**src/sv/kikc_pkg.sv**
```systemverilog
// ----------------------------------------------------------------------------
// kikc_pkg
// Shared types and constants of the keyspace index / key converter.
// ----------------------------------------------------------------------------
package kikc_pkg;

    localparam int INDEX_W     = 64;
    localparam int CHAR_W      = 8;
    localparam int RADIX_W     = 8;
    localparam int LEN_W       = 5;
    localparam int POS_W       = 4;
    localparam int SLOT_W      = 7;
    localparam int REQ_W       = 2;
    localparam int POS_CAP     = 16;
    localparam int DIV_BITS    = 8;
    localparam int DIV_STEPS   = INDEX_W / DIV_BITS;
    localparam int DIV_STEP_W  = $clog2(DIV_STEPS);

    localparam logic [REQ_W-1:0] REQ_WRITE    = 2'd0;
    localparam logic [REQ_W-1:0] REQ_TO_KEY   = 2'd1;
    localparam logic [REQ_W-1:0] REQ_TO_INDEX = 2'd2;

    localparam logic CFG_CHARSET_SIZE = 1'b0;
    localparam logic CFG_KEY_LEN      = 1'b1;

    typedef enum logic [2:0] {
        ST_IDLE,
        ST_DIV,
        ST_DIV_WAIT,
        ST_READ,
        ST_EMIT,
        ST_SRCH,
        ST_MAC,
        ST_DONE
    } state_t;

    typedef struct packed {
        logic               done;
        logic [RADIX_W-1:0] rem;
        logic [INDEX_W-1:0] quot;
    } div_result_t;

endpackage

```
**src/sv/keyspace_index_key_converter.sv**
```systemverilog
// ----------------------------------------------------------------------------
// keyspace_index_key_converter
// Converts between a 64-bit keyspace index and a fixed-length key over a
// charset held in an on-chip store.
// ----------------------------------------------------------------------------
// The input channel carries one request per handshake. A charset write stores
// slot_char at slot. An index request produces key_len character results, last
// position first; each digit passes through the iterative divider, then one
// store read and one output load. A key-character request scans the charset
// store one slot per cycle through its single read port; the request that
// completes a key produces one index result. Results leave through an output
// register, so a request is accepted as soon as the previous one has loaded
// its last result, even while that result still waits. When the receiver
// stalls, the block holds in its emit or done state with the result register
// full. Reset clears the control state, the accumulated index and the
// character count and restores charset_size to 26 and key_len to 8; the
// charset store is not cleared and must be written before use. Configuration
// writes are always ready.
// ----------------------------------------------------------------------------
module keyspace_index_key_converter
    import kikc_pkg::*;
#(
    parameter int CHARSET_DEPTH = 128,
    parameter int MAX_KEY_LEN   = 16
)
(
    input  logic               clk,
    input  logic               rst_n,
    input  logic               in_valid,
    output logic               in_ready,
    input  logic [REQ_W-1:0]   req_type,
    input  logic [INDEX_W-1:0] key_index,
    input  logic [CHAR_W-1:0]  key_char,
    input  logic [SLOT_W-1:0]  slot,
    input  logic [CHAR_W-1:0]  slot_char,
    output logic               out_valid,
    input  logic               out_ready,
    output logic [CHAR_W-1:0]  out_char,
    output logic [POS_W-1:0]   out_pos,
    output logic               run_last,
    output logic [INDEX_W-1:0] out_index,
    output logic               index_ready,
    input  logic               cfg_valid,
    output logic               cfg_ready,
    input  logic               cfg_index,
    input  logic [RADIX_W-1:0] cfg_data
);

    localparam int ADDR_W  = $clog2(CHARSET_DEPTH);
    localparam int LEN_CAP = (MAX_KEY_LEN < POS_CAP) ? MAX_KEY_LEN : POS_CAP;

    state_t state_reg, state_next;

    logic [RADIX_W-1:0] charset_size_reg;
    logic [LEN_W-1:0]   key_len_reg;
    logic [RADIX_W-1:0] radix;
    logic [LEN_W-1:0]   len;

    logic [INDEX_W-1:0] value_reg, value_next;
    logic [RADIX_W-1:0] rem_reg, rem_next;
    logic [POS_W-1:0]   pos_reg, pos_next;
    logic [CHAR_W-1:0]  char_reg, char_next;
    logic [RADIX_W-1:0] issue_reg, issue_next;
    logic [RADIX_W-1:0] pend_addr_reg, pend_addr_next;
    logic               pend_reg, pend_next;
    logic [RADIX_W-1:0] digit_reg, digit_next;
    logic [INDEX_W-1:0] accum_reg, accum_next;
    logic [POS_W-1:0]   count_reg, count_next;

    logic               out_valid_reg, out_valid_next;
    logic [CHAR_W-1:0]  out_char_reg, out_char_next;
    logic [POS_W-1:0]   out_pos_reg, out_pos_next;
    logic               run_last_reg, run_last_next;
    logic [INDEX_W-1:0] out_index_reg, out_index_next;
    logic               index_ready_reg, index_ready_next;

    logic               out_free;
    logic               accept;
    logic               ram_we;
    logic               ram_re;
    logic [ADDR_W-1:0]  ram_raddr;
    logic [CHAR_W-1:0]  ram_rdata;
    logic               div_start;
    div_result_t        div_res;

    always_comb
    begin
        radix = charset_size_reg;
        if (charset_size_reg == '0)
        begin
            radix = RADIX_W'(1);
        end
        else if (32'(charset_size_reg) > CHARSET_DEPTH)
        begin
            radix = RADIX_W'(CHARSET_DEPTH);
        end
        len = key_len_reg;
        if (key_len_reg == '0)
        begin
            len = LEN_W'(1);
        end
        else if (32'(key_len_reg) > LEN_CAP)
        begin
            len = LEN_W'(LEN_CAP);
        end
    end

    assign in_ready  = (state_reg == ST_IDLE);
    assign accept    = in_valid && in_ready;
    assign out_free  = !out_valid_reg || out_ready;
    assign cfg_ready = 1'b1;
    assign ram_we    = accept && (req_type == REQ_WRITE) && (32'(slot) < CHARSET_DEPTH);
    assign div_start = (state_reg == ST_DIV);

    always_comb
    begin
        state_next       = state_reg;
        value_next       = value_reg;
        rem_next         = rem_reg;
        pos_next         = pos_reg;
        char_next        = char_reg;
        issue_next       = issue_reg;
        pend_addr_next   = pend_addr_reg;
        pend_next        = pend_reg;
        digit_next       = digit_reg;
        accum_next       = accum_reg;
        count_next       = count_reg;
        out_valid_next   = out_ready ? 1'b0 : out_valid_reg;
        out_char_next    = out_char_reg;
        out_pos_next     = out_pos_reg;
        run_last_next    = run_last_reg;
        out_index_next   = out_index_reg;
        index_ready_next = index_ready_reg;
        ram_re           = 1'b0;
        ram_raddr        = issue_reg[ADDR_W-1:0];

        case (state_reg)
            ST_IDLE:
            begin
                if (accept)
                begin
                    case (req_type)
                        REQ_TO_KEY:
                        begin
                            value_next = key_index;
                            pos_next   = POS_W'(len - LEN_W'(1));
                            state_next = ST_DIV;
                        end
                        REQ_TO_INDEX:
                        begin
                            char_next  = key_char;
                            issue_next = '0;
                            pend_next  = 1'b0;
                            state_next = ST_SRCH;
                        end
                        default:
                        begin
                            state_next = ST_IDLE;
                        end
                    endcase
                end
            end
            ST_DIV:
            begin
                state_next = ST_DIV_WAIT;
            end
            ST_DIV_WAIT:
            begin
                if (div_res.done)
                begin
                    rem_next   = div_res.rem;
                    value_next = div_res.quot;
                    state_next = ST_READ;
                end
            end
            ST_READ:
            begin
                ram_re     = 1'b1;
                ram_raddr  = rem_reg[ADDR_W-1:0];
                state_next = ST_EMIT;
            end
            ST_EMIT:
            begin
                if (out_free)
                begin
                    out_valid_next   = 1'b1;
                    out_char_next    = ram_rdata;
                    out_pos_next     = pos_reg;
                    run_last_next    = (pos_reg == '0);
                    out_index_next   = '0;
                    index_ready_next = 1'b0;
                    if (pos_reg == '0)
                    begin
                        state_next = ST_IDLE;
                    end
                    else
                    begin
                        pos_next   = pos_reg - POS_W'(1);
                        state_next = ST_DIV;
                    end
                end
            end
            ST_SRCH:
            begin
                pend_next = 1'b0;
                if (issue_reg < radix)
                begin
                    ram_re         = 1'b1;
                    issue_next     = issue_reg + RADIX_W'(1);
                    pend_next      = 1'b1;
                    pend_addr_next = issue_reg;
                end
                if (pend_reg && ram_rdata == char_reg)
                begin
                    digit_next = pend_addr_reg;
                    pend_next  = 1'b0;
                    state_next = ST_MAC;
                end
                else if (!pend_reg && issue_reg >= radix)
                begin
                    digit_next = '0;
                    state_next = ST_MAC;
                end
            end
            ST_MAC:
            begin
                accum_next = INDEX_W'(accum_reg * INDEX_W'(radix) + INDEX_W'(digit_reg));
                state_next = ST_DONE;
            end
            ST_DONE:
            begin
                if ((LEN_W'(count_reg) + LEN_W'(1)) >= len)
                begin
                    if (out_free)
                    begin
                        out_valid_next   = 1'b1;
                        out_char_next    = '0;
                        out_pos_next     = '0;
                        run_last_next    = 1'b0;
                        out_index_next   = accum_reg;
                        index_ready_next = 1'b1;
                        accum_next       = '0;
                        count_next       = '0;
                        state_next       = ST_IDLE;
                    end
                end
                else
                begin
                    count_next = count_reg + POS_W'(1);
                    state_next = ST_IDLE;
                end
            end
            default:
            begin
                state_next = ST_IDLE;
            end
        endcase
    end

    always_ff @(posedge clk or negedge rst_n)
    begin
        if (!rst_n)
        begin
            state_reg        <= ST_IDLE;
            charset_size_reg <= RADIX_W'(26);
            key_len_reg      <= LEN_W'(8);
            accum_reg        <= '0;
            count_reg        <= '0;
            pend_reg         <= 1'b0;
            out_valid_reg    <= 1'b0;
        end
        else
        begin
            state_reg     <= state_next;
            accum_reg     <= accum_next;
            count_reg     <= count_next;
            pend_reg      <= pend_next;
            out_valid_reg <= out_valid_next;
            if (cfg_valid && cfg_ready)
            begin
                case (cfg_index)
                    CFG_CHARSET_SIZE: charset_size_reg <= cfg_data;
                    CFG_KEY_LEN:      key_len_reg      <= cfg_data[LEN_W-1:0];
                    default:          key_len_reg      <= key_len_reg;
                endcase
            end
        end
    end

    always_ff @(posedge clk)
    begin
        value_reg       <= value_next;
        rem_reg         <= rem_next;
        pos_reg         <= pos_next;
        char_reg        <= char_next;
        issue_reg       <= issue_next;
        pend_addr_reg   <= pend_addr_next;
        digit_reg       <= digit_next;
        out_char_reg    <= out_char_next;
        out_pos_reg     <= out_pos_next;
        run_last_reg    <= run_last_next;
        out_index_reg   <= out_index_next;
        index_ready_reg <= index_ready_next;
    end

    kikc_charset_ram #(
        .DEPTH  (CHARSET_DEPTH),
        .ADDR_W (ADDR_W)
    ) u_ram (
        .clk   (clk),
        .we    (ram_we),
        .waddr (ADDR_W'(slot)),
        .wdata (slot_char),
        .re    (ram_re),
        .raddr (ram_raddr),
        .rdata (ram_rdata)
    );

    kikc_divider u_div (
        .clk      (clk),
        .rst_n    (rst_n),
        .start    (div_start),
        .dividend (value_reg),
        .divisor  (radix),
        .result   (div_res)
    );

    assign out_valid   = out_valid_reg;
    assign out_char    = out_char_reg;
    assign out_pos     = out_pos_reg;
    assign run_last    = run_last_reg;
    assign out_index   = out_index_reg;
    assign index_ready = index_ready_reg;

endmodule

```
**src/sv/kikc_charset_ram.sv**
```systemverilog
// ----------------------------------------------------------------------------
// kikc_charset_ram
// Charset store: one write port, one read port with registered read data.
// ----------------------------------------------------------------------------
module kikc_charset_ram
    import kikc_pkg::*;
#(
    parameter int DEPTH  = 128,
    parameter int ADDR_W = 7
)
(
    input  logic              clk,
    input  logic              we,
    input  logic [ADDR_W-1:0] waddr,
    input  logic [CHAR_W-1:0] wdata,
    input  logic              re,
    input  logic [ADDR_W-1:0] raddr,
    output logic [CHAR_W-1:0] rdata
);

    logic [CHAR_W-1:0] mem [DEPTH];
    logic [CHAR_W-1:0] rdata_reg;

    always_ff @(posedge clk)
    begin
        if (we)
        begin
            mem[waddr] <= wdata;
        end
        if (re)
        begin
            rdata_reg <= mem[raddr];
        end
    end

    assign rdata = rdata_reg;

endmodule

```
**src/sv/kikc_divider.sv**
```systemverilog
// ----------------------------------------------------------------------------
// kikc_divider
// Iterative 64-bit by 8-bit divider, eight quotient bits per cycle.
// ----------------------------------------------------------------------------
module kikc_divider
    import kikc_pkg::*;
(
    input  logic               clk,
    input  logic               rst_n,
    input  logic               start,
    input  logic [INDEX_W-1:0] dividend,
    input  logic [RADIX_W-1:0] divisor,
    output div_result_t        result
);

    logic [INDEX_W-1:0]    work_reg, work_next;
    logic [RADIX_W-1:0]    rem_reg, rem_next;
    logic [DIV_STEP_W-1:0] step_reg, step_next;
    logic                  busy_reg, busy_next;
    logic                  done_reg, done_next;

    always_comb
    begin
        logic [RADIX_W:0]    r;
        logic [DIV_BITS-1:0] q;
        logic [INDEX_W-1:0]  src;
        logic [RADIX_W-1:0]  r0;
        work_next = work_reg;
        rem_next  = rem_reg;
        step_next = step_reg;
        busy_next = busy_reg;
        done_next = 1'b0;
        src = start ? dividend : work_reg;
        r0  = start ? '0 : rem_reg;
        r   = {1'b0, r0};
        q   = '0;
        for (int i = 0; i < DIV_BITS; i++)
        begin
            r = {r[RADIX_W-1:0], src[INDEX_W-1-i]};
            if (r >= {1'b0, divisor})
            begin
                r = r - {1'b0, divisor};
                q[DIV_BITS-1-i] = 1'b1;
            end
        end
        if (start || busy_reg)
        begin
            work_next = {src[INDEX_W-DIV_BITS-1:0], q};
            rem_next  = r[RADIX_W-1:0];
            step_next = start ? DIV_STEP_W'(1) : DIV_STEP_W'(step_reg + 1'b1);
            if (!start && step_reg == DIV_STEP_W'(DIV_STEPS - 1))
            begin
                busy_next = 1'b0;
                done_next = 1'b1;
            end
            else
            begin
                busy_next = 1'b1;
            end
        end
    end

    always_ff @(posedge clk or negedge rst_n)
    begin
        if (!rst_n)
        begin
            step_reg <= '0;
            busy_reg <= 1'b0;
            done_reg <= 1'b0;
        end
        else
        begin
            step_reg <= step_next;
            busy_reg <= busy_next;
            done_reg <= done_next;
        end
    end

    always_ff @(posedge clk)
    begin
        work_reg <= work_next;
        rem_reg  <= rem_next;
    end

    assign result.done = done_reg;
    assign result.rem  = rem_reg;
    assign result.quot = work_reg;

endmodule

```
**config.mk**
```make
export PLATFORM = sky130hd
export DESIGN_NAME = keyspace_index_key_converter
export DESIGN_NICKNAME = d
export VERILOG_FILES = /design/src/sv/kikc_pkg.sv /design/src/sv/keyspace_index_key_converter.sv /design/src/sv/kikc_charset_ram.sv /design/src/sv/kikc_divider.sv
export SDC_FILE = /design/constraint.sdc
export NUM_CORES = 2
export LEC_CHECK = 0
export ABC_CLOCK_PERIOD_IN_PS = 24800
export BUFFER_PORTS_ARGS = -buffer_cell sky130_fd_sc_hd__buf_2
export CORE_ASPECT_RATIO = 1.2
export CORE_MARGIN = 2
export CORE_UTILIZATION = 55
export CTS_BUF_LIST = sky130_fd_sc_hd__clkbuf_8
export DETAILED_ROUTE_END_ITERATION = 8
export GPL_ROUTABILITY_DRIVEN = 0
export GPL_TIMING_DRIVEN = 0
export PLACE_DENSITY = 0.69
export SLEW_MARGIN = 30
export SYNTH_ARGS = -nofsm -noshare
export SYNTH_HDL_FRONTEND = slang
export SYNTH_SLANG_ARGS = --single-unit
```
**constraint.sdc**
```tcl
create_clock -name clk -period 24.8 [get_ports clk]
set_clock_uncertainty 0.05 [all_clocks]
set_input_delay 2.48 -clock clk [delete_from_list [all_inputs] [get_ports clk]]
set_output_delay 2.48 -clock clk [all_outputs]
set_load 0.1 [all_outputs]
```
=== Word level (Yosys, flattened, before mapping) ===
Memories as Yosys holds them, arrays and structs flattened. A register that Yosys moved wholly into a read port is not among the register bits.
Cells that the tools add are included.

* Multipliers: 1
* Add/sub/neg operators: 15
* Order comparisons: 13
* Reduce and logical (&&, ||, !) cells: 35
* Bitwise logic cells: 1
* Equal/unequal tests: 23
* Muxes and demuxes: 86

{| class="wikitable"
|+ Operators with widths
! operator !! count
|-
| $mux W64 || 8
|-
| $pmux W64 S2 || 3
|-
| $mux W8 || 19
|-
| $ge A9 B8 Y1 || 8
|-
| $add A64 B8 Y64 || 1
|-
| $mul A64 B8 Y64 || 1
|-
| $sub A8 B8 Y8 || 8
|-
| $mux W4 || 8
|-
| $pmux W8 S2 || 2
|-
| $mux W1 || 26
|-
| $mux W3 || 8
|-
| $pmux W3 S8 || 1
|-
| $pmux W4 S2 || 2
|-
| $eq A3 B3 Y1 const B || 5
|-
| $ne A2 B2 Y1 const B || 6
|-
| $reduce_and A2 Y1 || 6
|-
| $reduce_and A4 Y1 || 3
|-
| $reduce_bool A2 Y1 || 6
|-
| $mux W5 || 2
|-
| $pmux W1 S2 || 5
|-
| $reduce_and A5 Y1 || 2
|-
| $reduce_and A3 Y1 || 3
|-
| $add A8 B1 Y8 const B || 1
|-
| $eq A8 B8 Y1 || 1
|-
| other kinds (26) || 39
|}

* Memories kept: 1
* Memory bits (writable): 1024
* Input port bits: 103
* Flip-flop bits (word level): 348

{| class="wikitable"
|+ Memory list
! name !! words !! width !! rd ports !! clocked after memory_dff !! write ports !! line !! RTL
|-
| u_ram.mem || 128 || 8 || 1 || 1 || 1 || kikc_charset_ram.sv:21 || <nowiki>logic [CHAR_W-1:0] mem [DEPTH];</nowiki>
|}

=== Logic depth before layout (Yosys ltp) ===
* Depth after elaboration: 19
* Gate-level depth with buffers: 95
* Gate-level depth less buffers: 92

=== Modules after synthesis ===
From an unflattened synthesis, not the netlist that was laid out.

* Cells, all modules: 5066
* Area, all modules: 74138.6 sq um

{| class="wikitable"
|+ By module, submodules not included
! module !! area each (sq um) !! cells each !! instances !! seq. area each (sq um)
|-
| kikc_charset_ram || 39745.6 || 1635 || 1 || 30989.7
|-
| keyspace_index_key_converter || 27462.6 || 2775 || 1 || 7712.4
|-
| kikc_divider || 6930.4 || 656 || 1 || 2287.2
|}

=== Worst setup path after synthesis ===
No wires, ideal clock.

* Path type: reg-to-reg
* Start: reg charset_size_reg[1]
* End: reg u_div.rem_reg[2], data pin
* Required time: 24488 ps
* Setup time: 262 ps
* Clock period less this slack: 19512 ps
* Setup slack: 5288 ps
* Cell stages (with the launch flop): 93
* Arrival time: 19200 ps
* Cell sequence: dfstp_2 nor2b_1 clkbuf_1 clkbuf_1 inv_1 ha_1 nor2b_1 o31a_1 o31a_1 nor2_1 mux2_2 ha_1 and3_1 a31oi_1 inv_1 a31oi_1 o21ai_2 mux2_2 [57 not listed] inv_1 a211oi_2 mux2_2 inv_1 ha_1 nor2b_1 o21ai_0 nand2b_1 and2_1 o21ai_0 nand2b_1 a21o_1 a21oi_1 o21ai_0 a21o_1 a41oi_1 o311ai_4 mux2_1

* Word-level cells in the longest chain between the ends: 19
* Elaborated cells between the ends (all ways): 28
* Those cells by class: add/sub (8); order compare (9); mux (10); reduce/logical (1)

{| class="wikitable"
|+ RTL lines
! what !! line !! RTL
|-
| start: declaration || keyspace_index_key_converter.sv:54 || <nowiki>logic [RADIX_W-1:0] charset_size_reg;</nowiki>
|-
| start signal: assignment || keyspace_index_key_converter.sv:282 || <nowiki>CFG_CHARSET_SIZE: charset_size_reg <= cfg_data;</nowiki>
|-
| $gt A8 B8 Y1 || keyspace_index_key_converter.sv:93 || <nowiki>else if (32'(charset_size_reg) > CHARSET_DEPTH)</nowiki>
|-
| $mux W8 || keyspace_index_key_converter.sv:93 ||
|-
| $mux W8 * || keyspace_index_key_converter.sv:89 || <nowiki>if (charset_size_reg == '0)</nowiki>
|-
| $sub A8 B8 Y8 or $ge A9 B8 Y1 (tied branches) || kikc_divider.sv:42, kikc_divider.sv:40 ||
|-
| $mux W8 || kikc_divider.sv:40 || <nowiki>if (r >= {1'b0, divisor})</nowiki>
|-
| $sub A8 B8 Y8 or $ge A9 B8 Y1 (tied branches) || kikc_divider.sv:42, kikc_divider.sv:40 ||
|-
| $mux W8 || kikc_divider.sv:40 ||
|-
| $sub A8 B8 Y8 or $ge A9 B8 Y1 (tied branches) || kikc_divider.sv:42, kikc_divider.sv:40 ||
|-
| [3 not listed] || -- ||
|-
| $sub A8 B8 Y8 or $ge A9 B8 Y1 (tied branches) || kikc_divider.sv:42, kikc_divider.sv:40 ||
|-
| $mux W8 || kikc_divider.sv:40 ||
|-
| $sub A8 B8 Y8 or $ge A9 B8 Y1 (tied branches) || kikc_divider.sv:42, kikc_divider.sv:40 ||
|-
| $mux W8 || kikc_divider.sv:40 ||
|-
| $sub A8 B8 Y8 or $ge A9 B8 Y1 (tied branches) || kikc_divider.sv:42, kikc_divider.sv:40 ||
|-
| $mux W8 || kikc_divider.sv:40 ||
|-
| $ge A9 B8 Y1 or $sub A8 B8 Y8 (tied branches) || kikc_divider.sv:40, kikc_divider.sv:42 ||
|-
| $mux W8 * || kikc_divider.sv:40 ||
|-
| end signal: assignment || kikc_divider.sv:82 || <nowiki>rem_reg <= rem_next;</nowiki>
|-
| end: declaration || kikc_divider.sv:17 || <nowiki>logic [RADIX_W-1:0] rem_reg, rem_next;</nowiki>
|}

Mark *: on every way between the ends. The rest lies on a longest branch, timed or not.
A chain may end at the register's enable or synchronous reset.

=== Final worst setup path ===
Ends and elaborated chain as after synthesis.

==> impl_results.html <==
<table>
<tr><th>Metric</th><th>Value</th></tr>
<tr><th colspan="2">Run status</th></tr>
<tr><td>Outcome</td><td>complete, no violations</td></tr>
<tr><th colspan="2">Die</th></tr>
<tr><td>Die Footprint</td><td>136000 µm²</td></tr>
<tr><td>Number of cell rows</td><td>146</td></tr>
<tr><td>Die W</td><td>338 µm</td></tr>
<tr><td>IO Pins</td><td>184</td></tr>
<tr><td>Area inside the core boundary</td><td>132000 µm²</td></tr>
<tr><td>Starting utilization of the core area</td><td>55.5%</td></tr>
<tr><td>Chip height</td><td>404 µm</td></tr>
<tr><th colspan="2">Routing</th></tr>
<tr><td>Via total after detailed routing</td><td>44500</td></tr>
<tr><td>Final antenna-violating net count</td><td>0</td></tr>
<tr><td>Routed wire per std cell</td><td>23.8 µm</td></tr>
<tr><td>Count of routing violations after the opening detailed-route iteration</td><td>3775</td></tr>
<tr><td>Routed via count divided by cell count</td><td>5.78</td></tr>
<tr><td>Detailed Routing Iterations Pass 1</td><td>6</td></tr>
<tr><td>Number of design rule violations left after detail routing</td><td>0</td></tr>
<tr><td>Sum of routed wire length over all layers</td><td>183000 µm</td></tr>
<tr><th colspan="2">Clocking</th></tr>
<tr><td>Clock Root Buffer</td><td>clkbuf_8</td></tr>
<tr><td>Register clock-pin slew on the reported worst setup and hold paths</td><td>0.07 ns</td></tr>
<tr><td>Buffer depth of the longest clock path</td><td>3</td></tr>
<tr><td>Total of hold buffers inserted after clock tree synthesis</td><td>0</td></tr>
<tr><td>CTS buffer count</td><td>207</td></tr>
<tr><td>Post-CTS setup buffer count</td><td>0</td></tr>
<tr><td>Clock H-tree levels</td><td>4</td></tr>
<tr><td>Sink Count</td><td>1380</td></tr>
<tr><td>TritonCTS clock tree</td><td>built</td></tr>
<tr><td>Source-to-sink clock delay at the later pin of the worst-skew pair</td><td>0.95 ns</td></tr>
<tr><th colspan="2">Critical path</th></tr>
<tr><td>Critical path's largest stage delay</td><td>0.62 ns</td></tr>
<tr><td>Nature of the critical path endpoint</td><td>flip-flop</td></tr>
<tr><td>Startpoint type of the worst setup path</td><td>flip-flop</td></tr>
<tr><td>Required time reported for the critical path endpoint</td><td>25.45 ns</td></tr>
<tr><td>CP max FO</td><td>10</td></tr>
<tr><td>Arrival @ worst endpoint</td><td>23.84 ns</td></tr>
<tr><td>Critical path's most frequent cell</td><td>o21ai_0</td></tr>
<tr><td>Max stage delay cell, worst path</td><td>clkbuf_1</td></tr>
<tr><td>Crit Path Category</td><td>flip-flop to flip-flop</td></tr>
<tr><th colspan="2">Synthesis</th></tr>
<tr><td>Mean cell area of the mapped netlist</td><td>13.8 µm²</td></tr>
<tr><td>Largest area contributor in the netlist</td><td>edfxtp_1</td></tr>
<tr><td>Number of synthesized register bits</td><td>1380</td></tr>
<tr><td>Net count of the mapped netlist</td><td>6018</td></tr>
<tr><td>Number of enable flip-flop cells after synthesis</td><td>1289</td></tr>
<tr><td>Cell types occupying the most area after synthesis</td><td>edfxtp_1 53%, fa_1 9.9%, mux4_2 7.9%</td></tr>
<tr><td>Flip-flop cell with the highest count after synthesis</td><td>edfxtp_1</td></tr>
<tr><td>Top cell type's share of synthesized area</td><td>52.7%</td></tr>
<tr><td>Cell count after synthesis</td><td>5339</td></tr>
<tr><td>Async S/R FF share, synth</td><td>6.59%</td></tr>
<tr><td>Synth cell count leaders</td><td>1289 x edfxtp_1, 641 x nand2_1, 480 x inv_1, 452 x and2_1, 363 x fa_1</td></tr>
<tr><td>Most used standard cell by instance count after synthesis</td><td>edfxtp_1</td></tr>
<tr><td>Number of distinct library cells after synthesis</td><td>83</td></tr>
<tr><td>Sequential cell area fraction in the yosys report</td><td>55.8%</td></tr>
<tr><td>Yosys warnings</td><td>0</td></tr>
<tr><td>Post-synthesis cell area</td><td>73400 µm²</td></tr>
<tr><th colspan="2">STA</th></tr>
<tr><td>Total negative slack</td><td>0 ns</td></tr>
<tr><td>Worst-Margin Slew</td><td>1.02 ns</td></tr>
<tr><td>Shortest period the worst path allows</td><td>23.18 ns</td></tr>
<tr><td>Fmax achieved</td><td>0.0431 GHz</td></tr>
<tr><td>Hold Violations, Final</td><td>0</td></tr>
<tr><td>Number of endpoints failing setup at the final stage</td><td>0</td></tr>
<tr><td>Number of pins with negative max-slew slack in the final report</td><td>0</td></tr>
<tr><td>Setup repair after global routing missed its margin</td><td>no</td></tr>
<tr><td>Worst rel slew slack</td><td>32.3%</td></tr>
<tr><td>Final worst-path cycle share</td><td>93.5%</td></tr>
<tr><th colspan="2">GRT</th></tr>
<tr><td>Via count of the first global-routing pass</td><td>45800</td></tr>
<tr><td>Total global routing track utilization</td><td>27.2%</td></tr>
<tr><td>Largest net degree at the start of global routing</td><td>97</td></tr>
<tr><td>Wire length of the first global-routing pass</td><td>276000 µm</td></tr>
<tr><td>Grt ovf</td><td>0</td></tr>
<tr><td>Number of antenna violations at the first check in global routing</td><td>9</td></tr>
<tr><th colspan="2">Worst hold path</th></tr>
<tr><td>Tightest Hold Check Type</td><td>flip-flop to flip-flop</td></tr>
<tr><th colspan="2">Job</th></tr>
<tr><td>Max Cap Violations</td><td>0</td></tr>
<tr><th colspan="2">Cells and area</th></tr>
<tr><td>Post-layout net count</td><td>6429</td></tr>
<tr><td>Largest register FFs</td><td>1024</td></tr>
<tr><td>Share of final-layout standard cells stronger than drive strength 1</td><td>15.4%</td></tr>
<tr><td>Register containing the most flip-flops in the final layout</td><td>u_ram.mem</td></tr>
<tr><td>Area added between synthesis and finish</td><td>10.8%</td></tr>
<tr><th colspan="2">Placed design</th></tr>
<tr><td>Port bufs</td><td>180</td></tr>
<tr><td>Post-DP HPWL</td><td>130000 µm</td></tr>
</table>
layout by cell type, fill, tap and decap left out, types with 63 or more instances in the layout:
cell and instances:
clkbuf_8 217, mux4_2 256, nor2_1 213, fa_1 363, edfxtp_1 1289, and2_1 452
xnor2_1 64, nand2_1 640, mux2_2 108, ha_1 213, buf_2 178, inv_1 549
dfrtp_1 87, clkbuf_1 197, o21ai_0 130, a211oi_1 95, a21o_1 63, a21oi_1 117
timing repair:
action                                 in CTS  in global routing
endpoints found under the hold margin       0                  0
gates resized for setup                     0                  9
setup endpoints to repair                   0                  8
final cells by class:
cell class | instances | area (µm²)
clock inverter | 160 | 1080
inverter | 483 | 1820
timing repair buffer | 202 | 1520
clock buffer | 217 | 2990
tap | 1776 | 2220
antenna | 8 | 20.0
multi-input combinational | 3191 | 29600
sequential | 1380 | 41000
buffer | 285 | 1130
fill | 10200 | 50900
critical path: cells and delay by family, from the launching register on:
kind | cells | cell delay, ns
AO/OA/AOI/OAI | 42 | 10.46
flip-flops | 1 | 0.54
multiplexers | 9 | 3.74
AND/OR/NAND/NOR | 21 | 3.60
buffers and inverters | 14 | 2.28
adder cells (fa/ha/maj) | 8 | 2.22
final timing paths:
kind | start | to | slack (ns) | cells after the start
max | charset_size_reg[1]$_DFFE_PN1P_ | u_div.rem_reg[2]$_DFFE_PP_ | 1.62 | 94
min | u_div.rem_reg[0]$_DFFE_PP_ | rem_reg[0]$_DFFE_PP_ | 0.41 | 0
max reg2reg | charset_size_reg[1]$_DFFE_PN1P_ | u_div.rem_reg[2]$_DFFE_PP_ | 1.62 | 94
min reg2reg | u_div.rem_reg[0]$_DFFE_PP_ | rem_reg[0]$_DFFE_PP_ | 0.41 | 0
max in group asynchronous | rst_n | charset_size_reg[1]$_DFFE_PN1P_ | 22.58 | 2
min in group asynchronous | rst_n | accum_reg[34]$_DFFE_PN0P_ | 1.37 | 1
metal layers:
metal	vias up	track usage, %	wire length [µm]
met4	14	12.5	8660
met3	423	4.39	13200
li1	19800	-	-
met2	1760	45.8	90900
met5	-	0	183
met1	22500	34.9	70000
cells by family after synthesis:
logic type               count (synthesis)  synth area share, %
XOR/XNOR                               119                 1.42
multiplexers                           404                 10.1
other                                    1              0.00511
AO/OA/AOI/OAI                          576                 5.19
AND/OR/NAND/NOR                       1515                 9.99
adder cells (fa/ha/maj)                576                 13.5
buffers and inverters                  768                 3.95
flip-flops                            1380                 55.8
through the flow:
step                      cells  hold slack, ns  setup slack [ns]  util, %  area [µm²]
after floorplan            5339           0.367              5.29        -       73400
after global placement     7295           0.395              1.14     57.9       76500
after detailed placement   7317           0.389              1.88     58.4       77200
after CTS                  7694           0.418              1.76     61.5       81300
after global routing       7696           0.435           0.00584     61.5       81300
final                      7702           0.412              1.62     61.5       81400
Power is not shown: default switching activity piles up to over one toggle a cycle in this logic, so the estimate is an artifact.
